`config.mk`:
```
export PLATFORM = sky130hd
export DESIGN_NAME = sha1_hash_engine_top
export DESIGN_NICKNAME = d
export VERILOG_FILES = /design/src/sha1_pkg.sv /design/src/sha1_sched.sv /design/src/sha1_round.sv /design/src/sha1_hash_engine_top.sv
export SDC_FILE = /design/constraint.sdc
export NUM_CORES = 2
export LEC_CHECK = 0
export BUFFER_PORTS_ARGS = -buffer_cell sky130_fd_sc_hd__buf_4
export CORE_MARGIN = 2
export CORE_UTILIZATION = 60
export CTS_CLUSTER_SIZE = 25
export DETAILED_ROUTE_END_ITERATION = 10
export PLACE_DENSITY = 0.77
export SYNTH_ARGS = -nofsm -noshare
export SYNTH_HDL_FRONTEND = slang
export SYNTH_SLANG_ARGS = --single-unit
```
`constraint.sdc`:
```
create_clock -name clk -period 25.8 [get_ports clk]
set_input_delay 0 -clock clk [delete_from_list [all_inputs] [get_ports clk]]
set_output_delay 0 -clock clk [all_outputs]
set_load 0.02 [all_outputs]
```
`src/sha1_pkg.sv`:
```
// Shared types, constants and helper functions for the SHA-1 hash engine.
// Used by sha1_sched, sha1_round and sha1_hash_engine_top; depends on nothing.
package sha1_pkg;

  localparam int unsigned NUM_CHAIN  = 5;
  localparam int unsigned BUF_DEPTH  = 16;
  localparam int unsigned NUM_ROUNDS = 80;

  typedef logic [31:0] word_t;
  typedef logic [3:0]  pos_t;
  typedef logic [6:0]  rnd_t;
  typedef logic [2:0]  chain_idx_t;

  localparam rnd_t LAST_ROUND = rnd_t'(NUM_ROUNDS - 1);
  localparam pos_t POS_LAST   = pos_t'(BUF_DEPTH - 1);
  localparam pos_t POS_LEN_HI = pos_t'(BUF_DEPTH - 2);
  localparam chain_idx_t LAST_CHAIN = chain_idx_t'(NUM_CHAIN - 1);

  localparam word_t PAD_WORD = 32'h8000_0000;
  localparam logic [2:0] FULL_BYTES = 3'd4;

  // Sequencer states
  typedef enum logic [2:0] {
    S_IDLE,
    S_PAD,
    S_ROUND,
    S_ADD,
    S_OUT
  } state_t;

  // Schedule buffer control: push loads a message or padding word, step expands one round
  typedef struct packed {
    logic  push;
    logic  step;
    word_t data;
  } sched_ctl_t;

  // Round unit control: load takes the chaining words, step runs one round
  typedef struct packed {
    logic load;
    logic step;
  } round_ctl_t;

  // Initial chaining value
  function automatic word_t sha1_iv(input chain_idx_t idx);
    word_t v;
    unique case (idx)
      3'd0:    v = 32'h6745_2301;
      3'd1:    v = 32'hEFCD_AB89;
      3'd2:    v = 32'h98BA_DCFE;
      3'd3:    v = 32'h1032_5476;
      default: v = 32'hC3D2_E1F0;
    endcase
    return v;
  endfunction

  // Round constant for round index
  function automatic word_t sha1_k(input rnd_t rnd);
    word_t k;
    priority if (rnd < 7'd20) begin
      k = 32'h5A82_7999;
    end else if (rnd < 7'd40) begin
      k = 32'h6ED9_EBA1;
    end else if (rnd < 7'd60) begin
      k = 32'h8F1B_BCDC;
    end else begin
      k = 32'hCA62_C1D6;
    end
    return k;
  endfunction

  // Boolean round function for round index
  function automatic word_t sha1_f(input rnd_t rnd, input word_t b, input word_t c,
                                   input word_t d);
    word_t f;
    priority if (rnd < 7'd20) begin
      f = (b & c) | (~b & d);
    end else if (rnd < 7'd40) begin
      f = b ^ c ^ d;
    end else if (rnd < 7'd60) begin
      f = (b & c) | (b & d) | (c & d);
    end else begin
      f = b ^ c ^ d;
    end
    return f;
  endfunction

  // Keep the valid leading bytes of a short final word and place the 0x80 marker
  function automatic word_t sha1_pad_word(input word_t w, input logic [2:0] cnt);
    word_t r;
    unique case (cnt)
      3'd0:    r = PAD_WORD;
      3'd1:    r = {w[31:24], 24'h80_0000};
      3'd2:    r = {w[31:16], 16'h8000};
      3'd3:    r = {w[31:8], 8'h80};
      default: r = w;
    endcase
    return r;
  endfunction

endpackage

```
`src/sha1_sched.sv`:
```
// Sixteen-word block buffer and message schedule as a shift line.
// Depends on sha1_pkg.
module sha1_sched (
  input  logic                clk,
  input  sha1_pkg::sched_ctl_t ctl,
  output sha1_pkg::word_t     w_out
);

  sha1_pkg::word_t buf_r [sha1_pkg::BUF_DEPTH];
  sha1_pkg::word_t exp_w;

  // Expand the word sixteen rounds ahead from the current window
  assign exp_w = buf_r[13] ^ buf_r[8] ^ buf_r[2] ^ buf_r[0];
  assign w_out = buf_r[0];

  // Advance the window on a load or a round
  always_ff @(posedge clk) begin
    if (ctl.push || ctl.step) begin
      for (int i = 0; i < sha1_pkg::BUF_DEPTH - 1; i++) begin
        buf_r[i] <= buf_r[i + 1];
      end
      buf_r[sha1_pkg::BUF_DEPTH - 1] <= ctl.push ? ctl.data : {exp_w[30:0], exp_w[31]};
    end
  end

endmodule

```
`src/sha1_round.sv`:
```
// Working variables a..e and the shared single-round compression unit.
// Depends on sha1_pkg.
module sha1_round (
  input  logic                 clk,
  input  sha1_pkg::round_ctl_t ctl,
  input  sha1_pkg::rnd_t       rnd,
  input  sha1_pkg::word_t      w_in,
  input  sha1_pkg::word_t      chain_in [sha1_pkg::NUM_CHAIN],
  output sha1_pkg::word_t      vars_out [sha1_pkg::NUM_CHAIN]
);

  sha1_pkg::word_t a_r, b_r, c_r, d_r, e_r;
  sha1_pkg::word_t tmp;

  // One round: rotated a plus f, e, k and schedule word
  assign tmp = {a_r[26:0], a_r[31:27]} + sha1_pkg::sha1_f(rnd, b_r, c_r, d_r) + e_r
               + sha1_pkg::sha1_k(rnd) + w_in;

  // Load chaining words or run one round
  always_ff @(posedge clk) begin
    if (ctl.load) begin
      a_r <= chain_in[0];
      b_r <= chain_in[1];
      c_r <= chain_in[2];
      d_r <= chain_in[3];
      e_r <= chain_in[4];
    end else if (ctl.step) begin
      a_r <= tmp;
      b_r <= a_r;
      c_r <= {b_r[1:0], b_r[31:2]};
      d_r <= c_r;
      e_r <= d_r;
    end
  end

  assign vars_out[0] = a_r;
  assign vars_out[1] = b_r;
  assign vars_out[2] = c_r;
  assign vars_out[3] = d_r;
  assign vars_out[4] = e_r;

endmodule

```
`src/sha1_hash_engine_top.sv`:
```
// SHA-1 hash engine: takes 32-bit big-endian message words and returns five digest words.
// Depends on sha1_pkg, sha1_sched and sha1_round.
//
// Every sixteenth message word fills a block, and the block is then compressed by a single
// round unit at one round per cycle, after which the result is folded into the chaining
// words. On the word marked last the engine pushes the padding and the 64-bit length one
// word per cycle, compresses one or two final blocks the same way, and then offers the
// five digest words h0..h4, one per cycle when the sink does not stall, the fifth flagged
// by out_digest_last. The input stalls throughout compression, padding and digest output,
// and the engine is ready for a new message once the fifth word is taken.
module sha1_hash_engine_top (
  input  logic        clk,
  input  logic        rst_n,
  input  logic        in_valid,
  output logic        in_stall,
  input  logic [31:0] in_msg_word,
  input  logic [2:0]  in_byte_count,
  input  logic        in_last_word,
  output logic        out_valid,
  input  logic        out_stall,
  output logic [31:0] out_digest_word,
  output logic        out_digest_last
);

  sha1_pkg::state_t     state_r, state_nxt;
  sha1_pkg::pos_t       pos_r;
  logic [63:0]          len_r;
  sha1_pkg::rnd_t       round_r;
  logic                 need80_r;
  logic                 lenlo_r;
  logic                 done_r;
  logic                 fin_r;
  sha1_pkg::chain_idx_t out_idx_r;
  sha1_pkg::word_t      chain_r [sha1_pkg::NUM_CHAIN];
  sha1_pkg::word_t      vars [sha1_pkg::NUM_CHAIN];
  sha1_pkg::word_t      sched_w;

  sha1_pkg::sched_ctl_t sch_ctl;
  sha1_pkg::round_ctl_t rnd_ctl;

  logic       in_acc;
  logic       out_acc;
  logic [2:0] cnt_sat;
  logic [6:0] len_inc;
  logic       wrap;

  assign in_acc  = in_valid && !in_stall;
  assign out_acc = out_valid && !out_stall;
  assign cnt_sat = in_byte_count[2] ? sha1_pkg::FULL_BYTES : in_byte_count;
  assign len_inc = in_last_word ? {1'b0, cnt_sat, 3'b000} : 7'd32;
  assign wrap    = sch_ctl.push && (pos_r == sha1_pkg::POS_LAST);

  // Next state
  always_comb begin
    state_nxt = state_r;
    unique case (state_r)
      sha1_pkg::S_IDLE: begin
        if (in_acc) begin
          priority if (pos_r == sha1_pkg::POS_LAST) begin
            state_nxt = sha1_pkg::S_ROUND;
          end else if (in_last_word) begin
            state_nxt = sha1_pkg::S_PAD;
          end else begin
            state_nxt = sha1_pkg::S_IDLE;
          end
        end
      end
      sha1_pkg::S_PAD: begin
        if (pos_r == sha1_pkg::POS_LAST) begin
          state_nxt = sha1_pkg::S_ROUND;
        end
      end
      sha1_pkg::S_ROUND: begin
        if (round_r == sha1_pkg::LAST_ROUND) begin
          state_nxt = sha1_pkg::S_ADD;
        end
      end
      sha1_pkg::S_ADD: begin
        priority if (done_r) begin
          state_nxt = sha1_pkg::S_OUT;
        end else if (fin_r) begin
          state_nxt = sha1_pkg::S_PAD;
        end else begin
          state_nxt = sha1_pkg::S_IDLE;
        end
      end
      sha1_pkg::S_OUT: begin
        if (out_acc && (out_idx_r == sha1_pkg::LAST_CHAIN)) begin
          state_nxt = sha1_pkg::S_IDLE;
        end
      end
      default: state_nxt = sha1_pkg::S_IDLE;
    endcase
  end

  // Handshake and datapath control
  always_comb begin
    in_stall     = 1'b1;
    out_valid    = 1'b0;
    sch_ctl.push = 1'b0;
    sch_ctl.step = 1'b0;
    sch_ctl.data = in_msg_word;
    rnd_ctl.step = 1'b0;
    unique case (state_r)
      sha1_pkg::S_IDLE: begin
        in_stall     = 1'b0;
        sch_ctl.push = in_valid;
        if (in_last_word && !cnt_sat[2]) begin
          sch_ctl.data = sha1_pkg::sha1_pad_word(in_msg_word, cnt_sat);
        end
      end
      sha1_pkg::S_PAD: begin
        sch_ctl.push = 1'b1;
        priority if (need80_r) begin
          sch_ctl.data = sha1_pkg::PAD_WORD;
        end else if (lenlo_r) begin
          sch_ctl.data = len_r[31:0];
        end else if (pos_r == sha1_pkg::POS_LEN_HI) begin
          sch_ctl.data = len_r[63:32];
        end else begin
          sch_ctl.data = '0;
        end
      end
      sha1_pkg::S_ROUND: begin
        sch_ctl.step = 1'b1;
        rnd_ctl.step = 1'b1;
      end
      sha1_pkg::S_ADD: begin
      end
      sha1_pkg::S_OUT: begin
        out_valid = 1'b1;
      end
      default: begin
      end
    endcase
    rnd_ctl.load = wrap;
  end

  assign out_digest_word = chain_r[out_idx_r];
  assign out_digest_last = (out_idx_r == sha1_pkg::LAST_CHAIN);

  // Hold sequencer, counters and chaining words
  always_ff @(posedge clk) begin
    if (!rst_n) begin
      state_r   <= sha1_pkg::S_IDLE;
      pos_r     <= '0;
      len_r     <= '0;
      round_r   <= '0;
      need80_r  <= 1'b0;
      lenlo_r   <= 1'b0;
      done_r    <= 1'b0;
      fin_r     <= 1'b0;
      out_idx_r <= '0;
      for (int i = 0; i < sha1_pkg::NUM_CHAIN; i++) begin
        chain_r[i] <= sha1_pkg::sha1_iv(sha1_pkg::chain_idx_t'(i));
      end
    end else begin
      state_r <= state_nxt;
      if (sch_ctl.push) begin
        pos_r <= pos_r + 4'd1;
      end
      if (in_acc) begin
        len_r <= len_r + {57'd0, len_inc};
        if (in_last_word) begin
          fin_r    <= 1'b1;
          need80_r <= cnt_sat[2];
        end
      end
      // Track the padding tail
      if (state_r == sha1_pkg::S_PAD) begin
        priority if (need80_r) begin
          need80_r <= 1'b0;
        end else if (lenlo_r) begin
          lenlo_r <= 1'b0;
          done_r  <= 1'b1;
        end else if (pos_r == sha1_pkg::POS_LEN_HI) begin
          lenlo_r <= 1'b1;
        end else begin
          // zero fill: nothing to track
        end
      end
      // Advance the round counter
      if (rnd_ctl.step) begin
        round_r <= (round_r == sha1_pkg::LAST_ROUND) ? '0 : round_r + 7'd1;
      end
      // Fold the working variables into the chain
      if (state_r == sha1_pkg::S_ADD) begin
        for (int i = 0; i < sha1_pkg::NUM_CHAIN; i++) begin
          chain_r[i] <= chain_r[i] + vars[i];
        end
      end
      // Step through the digest words, then drop back to a fresh message
      if (out_acc) begin
        if (out_idx_r == sha1_pkg::LAST_CHAIN) begin
          out_idx_r <= '0;
          len_r     <= '0;
          fin_r     <= 1'b0;
          done_r    <= 1'b0;
          for (int i = 0; i < sha1_pkg::NUM_CHAIN; i++) begin
            chain_r[i] <= sha1_pkg::sha1_iv(sha1_pkg::chain_idx_t'(i));
          end
        end else begin
          out_idx_r <= out_idx_r + 3'd1;
        end
      end
    end
  end

  sha1_sched u_sched (
    .clk   (clk),
    .ctl   (sch_ctl),
    .w_out (sched_w)
  );

  sha1_round u_round (
    .clk      (clk),
    .ctl      (rnd_ctl),
    .rnd      (round_r),
    .w_in     (sched_w),
    .chain_in (chain_r),
    .vars_out (vars)
  );

  // Digest words only appear with the block buffer empty
  a_out_empty_buf: assert property (@(posedge clk) disable iff (!rst_n)
    out_valid |-> (pos_r == '0))
    else $error("digest offered with partly filled block");

  // Loading and expanding the schedule never coincide
  a_push_step_excl: assert property (@(posedge clk) disable iff (!rst_n)
    !(sch_ctl.push && sch_ctl.step))
    else $error("schedule push during a round");

  // A round pass starts exactly when the block fills
  a_round_start: assert property (@(posedge clk) disable iff (!rst_n)
    wrap |=> (state_r == sha1_pkg::S_ROUND) && (round_r == '0))
    else $error("block full without a round pass");

  // A mid-block message word leaves the input ready again
  a_mid_word_ready: assert property (@(posedge clk) disable iff (!rst_n)
    in_acc && !in_last_word && (pos_r != sha1_pkg::POS_LAST) |=> !in_stall)
    else $error("input stalled after a mid-block word");

  // Taking the last digest word frees the input for the next message
  a_last_out_ready: assert property (@(posedge clk) disable iff (!rst_n)
    out_acc && out_digest_last |=> !in_stall && (len_r == '0))
    else $error("engine not cleared after the digest");

endmodule

```
; ---- Word-level counts from Yosys, hierarchy flattened
; Memories as Yosys holds them, arrays and structs flattened.
; Index checks and enable logic that the tools add are counted.
[totals]
reg_bits = 405
latchBits = 0
ramBits = 512
romBits = 0
input_bits = 40
output_inout_bits = 35
word_cells = 146
mem_count = 1
[classes]
addsub = 13
n_mul = 0
n_div = 0
n_lt_le_gt_ge = 4
n_eq_ne = 15
shifts = 0
mux = 66
bitwise_logic = 15
reduce_logical = 13
[mem_list]
columns = memory, words, width, read_ports, rd_ports_with_merged_regs, wr, line_no
row1 = u_sched.buf_r, 16, 32, 16, 0, 16, sha1_sched.sv:9  ; sha1_pkg::word_t buf_r [sha1_pkg::BUF_DEPTH];
[op_table]
columns = operator, n
row1 = two-way mux 32 bit, 22
row2 = two-way mux 160 bit, 3
row3 = adder 32 bit, 9
row4 = two-way mux 64 bit, 3
row5 = XOR 32 bit, 5
row6 = bitwise AND 32 bit, 4
row7 = case mux 32 bit (4 select lines), 1
row8 = binary-select mux 32 bit (select 3 bit), 1
row9 = OR 32 bit, 3
row10 = adder 64 x 6 -> 64 bit, 1
row11 = case mux 32 bit (2 select lines), 1
row12 = NOT 32 bit, 1
row13 = two-way mux 31 bit, 1
row14 = two-way mux 1 bit, 22
row15 = two-way mux 3 bit, 7
row16 = case mux 3 bit (5 select lines), 1
row17 = < comparator 7 x 6 -> 1 bit (second input constant), 2
row18 = == test 3 x 2 -> 1 bit (second input constant), 4
row19 = == test 4 bit (second input constant), 2
row20 = != test 2 bit (second input constant), 4
row21 = adder 7 x 1 -> 7 bit (second input constant), 1
row22 = == test 7 bit (second input constant), 1
row23 = < comparator 7 x 5 -> 1 bit (second input constant), 1
row24 = two-way mux 7 bit, 1
row25 = 17 further kinds, 25

; ---- Depth between registers and ports, before layout
[logic_depth]
ltp_word = 12
mapped_depth = 25
ltp_nobuf = 24

; ---- Cells and area by module
; A second synthesis with hierarchy kept.
[hier_totals]
cells_unflattened = 4046
hier_area_um2 = 47304.1
[modules_own_cells]
columns = mod, n_inst, cells_each, area_per_inst_um2, seq_area_each_um2
row1 = sha1_hash_engine_top, 1, 2280, 18119.9, 4844.6
row2 = sha1_sched, 1, 712, 16844.9, 15374.7
row3 = sha1_round, 1, 1054, 12339.3, 4804.6

; ---- Worst setup path before layout
; No wires, ideal clock.
[synth_path]
path_kind = register to register
startpoint = reg state_r[0]
endpoint = mem u_sched.buf_r[0][0] in the netlist's numbering (enable)
setup_time_ns = 3.689
arrival_time_ns = 9.765
required_time_ns = 22.111
slack_ns = 12.346
stages_incl_launch_ff = 6
n_path_buf = 3
synth_period_minus_slack_ns = 13.454
path_cell_list = dfxtp_1 clkbuf_1 o21ai_0 clkbuf_1 clkbuf_1 nand2_1
[synth_rtl]
columns = element, line_no
row1 = start: declaration, sha1_hash_engine_top.sv:25  ; sha1_pkg::state_t state_r, state_nxt;
row2 = start signal: assignment, sha1_hash_engine_top.sv:145  ; state_r <= sha1_pkg::S_IDLE;
row3 = start signal: assignment, sha1_hash_engine_top.sv:158  ; state_r <= state_nxt;
row4 = end: declaration, sha1_sched.sv:9

; ---- Final worst setup path
[layout_path]
startpoint = reg round_r[4]
endpoint = reg u_round.a_r[21] (data pin)
[layout_via]
elab_chain_len = 10
word_cells_on_any_way = 15
classes_between = add/sub: 4 / order compare: 3 / mux: 8
[layout_lines]
columns = element, line_no
row1 = start: declaration, sha1_hash_engine_top.sv:28  ; sha1_pkg::rnd_t round_r;
row2 = start signal: assignment, sha1_hash_engine_top.sv:184  ; round_r <= (round_r == sha1_pkg::LAST_ROUND) ? '0 : round_r + 7'd1;
row3 = < comparator 7 x 6 -> 1 bit, "sha1_pkg.sv:64, sha1_pkg.sv:80"
row4 = two-way mux 32 bit, sha1_pkg.sv:80  ; end else if (rnd < 7'd60) begin
row5 = two-way mux 32 bit, sha1_pkg.sv:78  ; end else if (rnd < 7'd40) begin
row6 = two-way mux 32 bit, sha1_pkg.sv:76  ; priority if (rnd < 7'd20) begin
row7 = adder 32 bit (2 in a row), sha1_round.sv:16  ; assign tmp = {a_r[26:0], a_r[31:27]} + sha1_pkg::sha1_f(rnd, b_r, c_r, d_r) + e_r
row8 = adder 32 bit * (2 in a row), sha1_round.sv:17  ; + sha1_pkg::sha1_k(rnd) + w_in;
row9 = two-way mux 32 bit *, sha1_round.sv:27  ; end else if (ctl.step) begin
row10 = two-way mux 32 bit *, sha1_round.sv:21  ; if (ctl.load) begin
row11 = end signal: assignment, sha1_round.sv:22  ; a_r <= chain_in[0];
row12 = end signal: assignment, sha1_round.sv:28  ; a_r <= tmp;
row13 = end: declaration, sha1_round.sv:12  ; sha1_pkg::word_t a_r, b_r, c_r, d_r, e_r;
; Every way passes the cells marked *; elsewhere a longest branch is shown, timed or not. The select of a mux whose other input is x is not followed.
; A chain may end at the register's enable or synchronous reset.

==> impl_results.md <==
* Die Y at roughly 280 um
* Worst R2R Setup Slack at 19.32 ns
* DP Area at 48,700 um2
* HP Class: in2reg
* Hold Crit Start: rst_n
* Drt drc at 0
* Kind of end point of the critical path: flop
* Period minus WS final at 6.48 ns
* Port Buffers at 74
* CP Launch Type: flop
* Wire per inst at between 20 and 25 um
* Starting Density at between 60% and 70%
* CTS tree: done
* Crit path max fanout at 33
* Worst Hold Endpoint: lenlo_r
* Setup TNS Final at 0 ns
* Worst path max stage delay at approximately 0.66 ns
* Status: completed
* Total clock sinks at 914
* Max-slew violation count at 0
* Critical path cell sequence: o21ai_0, nand2_1, buf_4, nand2_1, nor2_1, nor2_1, fa_1, inv_1, fa_1, fa_1, inv_1, ha_1, inv_1, fa_1, nor2b_1, o21ai_0, a21oi_1, o21ai_0, a2111oi_0, o211ai_1, a21oi_1, o21a_1, o21a_1, o31ai_1
* Io pins at between 70 and 80
* Number of cell rows at 102
* Mapped Area at about 47,000 um2
* Clk slew on worst S/H paths at 0.07 ns
* #FFs+latches synth at between 900 and 1,000
* 1st-pass router iterations at 8
* Largest net degree at the start of global routing at between 200 and 250
* Routed vias/inst at a little over 6
* RSZ-0062 raised after global routing: no
* Commonest non-fill, non-tap cell in the layout: nand2_1
* Fmax at ~150 MHz
* Postcts setup bufs at 0
* Vias in the first global route at 31,900
* Reg-to-Reg Start: round_r[4]
* Required @ worst endpoint at between 20 and 30 ns
* Reg2reg end: u_round.a_r[21]
* Die area at ~81,000 um2
* Final hold violations at 0
* Initial DRC Count at about 3,800
* First-pass GRT wire length at roughly 180,000 um
* Gr ovfl total at 0
* Max-cap check violation count at 0
* Post-synth EDFFs at 672
* Placer's final routability congestion estimate at 0.955
* Gr usage total at 29.6%
* Slowest CP cell: a2111oi_0
* Mean Syn Cell Area at about 11 um2
* Syn. warnings at 0
* CP most frequent cell: fa_1
* # setup viols final at 0
* Routed Antenna Nets at 0
* Crit path arrival time at 6.83 ns
* PwrDens at approximately 140 nW/um2
* Clock skew at ~0.064 ns
* Number of buffers created by CTS at 93
* Post-synthesis net count at approximately 4,600
* Fin Hold WS at around 0.24 ns
* Worst relative slew slack at 27.1%
* Skew-Pair Late Insertion Delay at ~0.69 ns
* Net count of the finished layout at ~4,700
* Mapped Cells at ~4,300
* Worst Setup Path Type: reg2reg
* Worst Tran Pin Value at between 1 and 1.5 ns
* Peak VDD IR at 125 uV
* Seq/Total Area, Yosys at a little over half
* Reg2Reg Depth at 24
* P_leak at just over 0.02 uW
* Hpwl dp at a little over 80,000 um
* Hold Crit Depth at 3
* Core area at a little under 80,000 um2
* Fin area at 52,500 um2
* Drt total wl at roughly 120,000 um
* CTS max path bufs at 3
* Initial antenna violation count at 0
* Count of cell types in the netlist at between 90 and 100
* Die W at between 200 and 300 um
* Highest-count cells in the layout ignoring fill and taps: nand2_1, edfxtp_1, a21oi_1
* Clock Root Buffer: clkbuf_16
* Synth Flop Type: edfxtp_1
* Via Count at ~34,000
* Area grow syn2layout at 11.3%
* H-tree levels at 3
* Tcrit/Tclk final at between 20 and 30%
* Share of layout cells above drive strength 1 at 7.50%
* Ys async rst share at 0%
==> through the flow <==
stage / setup slack (ns) / total power (uW) / util (%) / cells
after floorplan: 12.35 / 5100 / - / 4250
after global placement: 19.51 / 5520 / 62.8 / 5242
after detailed placement: 19.39 / 5620 / 62.8 / 5242
after CTS: 19.33 / 7130 / 67.6 / 5455
after global routing: 18.76 / 7570 / 67.6 / 5455
final: 19.32 / 7140 / 67.6 / 5456
==> cell families after synthesis <==
| kind of cell | share of synthesized area [%] |
|---|---|
| adders and majority gates | 11.4 |
| DFF | 53.1 |
| muxes | 1.89 |
| and+or+nand+nor | 12.8 |
| buffers and inverters | 3.34 |
| xor gates and xnor gates | 5.24 |
| AOI/OAI and AO/OA | 12.3 |
==> where the power goes <==
group | total [uW] | switching, uW | internal [uW]
combinational | 2850 | 1730 | 1120
clock | 1460 | 604 | 859
sequential | 2820 | 324 | 2500
total | 7140 | 2660 | 4480
==> layout make-up <==
cell class              instances  area, um2
multi-input cells            2929      20600
diodes                          1       2.50
inverters                     254        953
clock buffers                 112       2450
well taps                    1040       1300
repair buffers                145       1230
clock inverters                61        900
fillers                      5738      25100
flip-flops and latches        914      25000
==> worst max-delay path: cells and delay by family, from the launching register on <==
| family | cells | cell delay [ns] |
|---|---|---|
| fa+ha+maj | 5 | 2.03 |
| compound gates | 10 | 2.01 |
| simple gates | 5 | 1.12 |
| buf+inv | 4 | 0.58 |
| flops | 1 | 0.41 |
==> cell usage after synthesis, types with 23 or more instances <==
| cell type | n | area share (%) |
|---|---|---|
| nand3_1 | 86 | 0.91 |
| fa_1 | 125 | 5.3 |
| clkbuf_1 | 131 | 1.0 |
| a31oi_1 | 23 | 0.31 |
| a21o_1 | 88 | 1.4 |
| xnor2_1 | 176 | 3.3 |
| o21a_1 | 42 | 0.67 |
| dfxtp_1 | 242 | 10 |
| nand2b_1 | 23 | 0.31 |
| nor2_1 | 255 | 2.0 |
| edfxtp_1 | 672 | 43 |
| inv_1 | 253 | 2.0 |
| a21oi_1 | 286 | 3.0 |
| nor3_1 | 41 | 0.44 |
| ha_1 | 228 | 6.1 |
| and3_1 | 38 | 0.50 |
| or3_1 | 26 | 0.35 |
| nand4_1 | 32 | 0.42 |
| o21ai_0 | 193 | 2.0 |
| a211oi_1 | 40 | 0.64 |
| nand2_1 | 692 | 5.5 |
| o211ai_1 | 47 | 0.75 |
| xor2_1 | 106 | 2.0 |
| nor2b_1 | 54 | 0.72 |
| mux4_2 | 32 | 1.5 |
==> metal layers <==
layer | GRT usage, % | vias to the layer above | wire length, um
met3 | 4.49 | 335 | 10800
met4 | 14.6 | 0 | 6370
met1 | 42.1 | 16200 | 50000
li1 | - | 15400 | -
met5 | 0 | - | 0
met2 | 44.8 | 1623 | 54000
==> state kept, by name, summed over array words and instances, names as in the netlist, 4 cells and up <==
signal         flops
u_sched.buf_r    512
u_round.b_r       32
chain_r          160
pos_r              4
u_round.d_r       32
len_r             61
u_round.e_r       32
u_round.c_r       32
round_r            7
u_round.a_r       32
==> worst max path at each step <==
stage	start	end	slack, ns	cells after the start
floorplan	state_r[0]	u_sched.buf_r[0][0]	12.35	5
global placement	round_r[4]	u_round.a_r[21]	19.51	24
detailed placement	round_r[6]	u_round.a_r[21]	19.39	24
CTS	round_r[4]	u_round.a_r[21]	19.33	24
global route	round_r[4]	u_round.a_r[21]	18.76	24
finish	round_r[4]	u_round.a_r[21]	19.32	24
==> what timing repair did <==
item / 4_1_cts / 5_1_grt
hold buffers: 40 / 0
gates resized for setup: 0 / 0
hold endpoints to repair: 59 / 0
No activity file was read; power rests on OpenSTA's default activity.
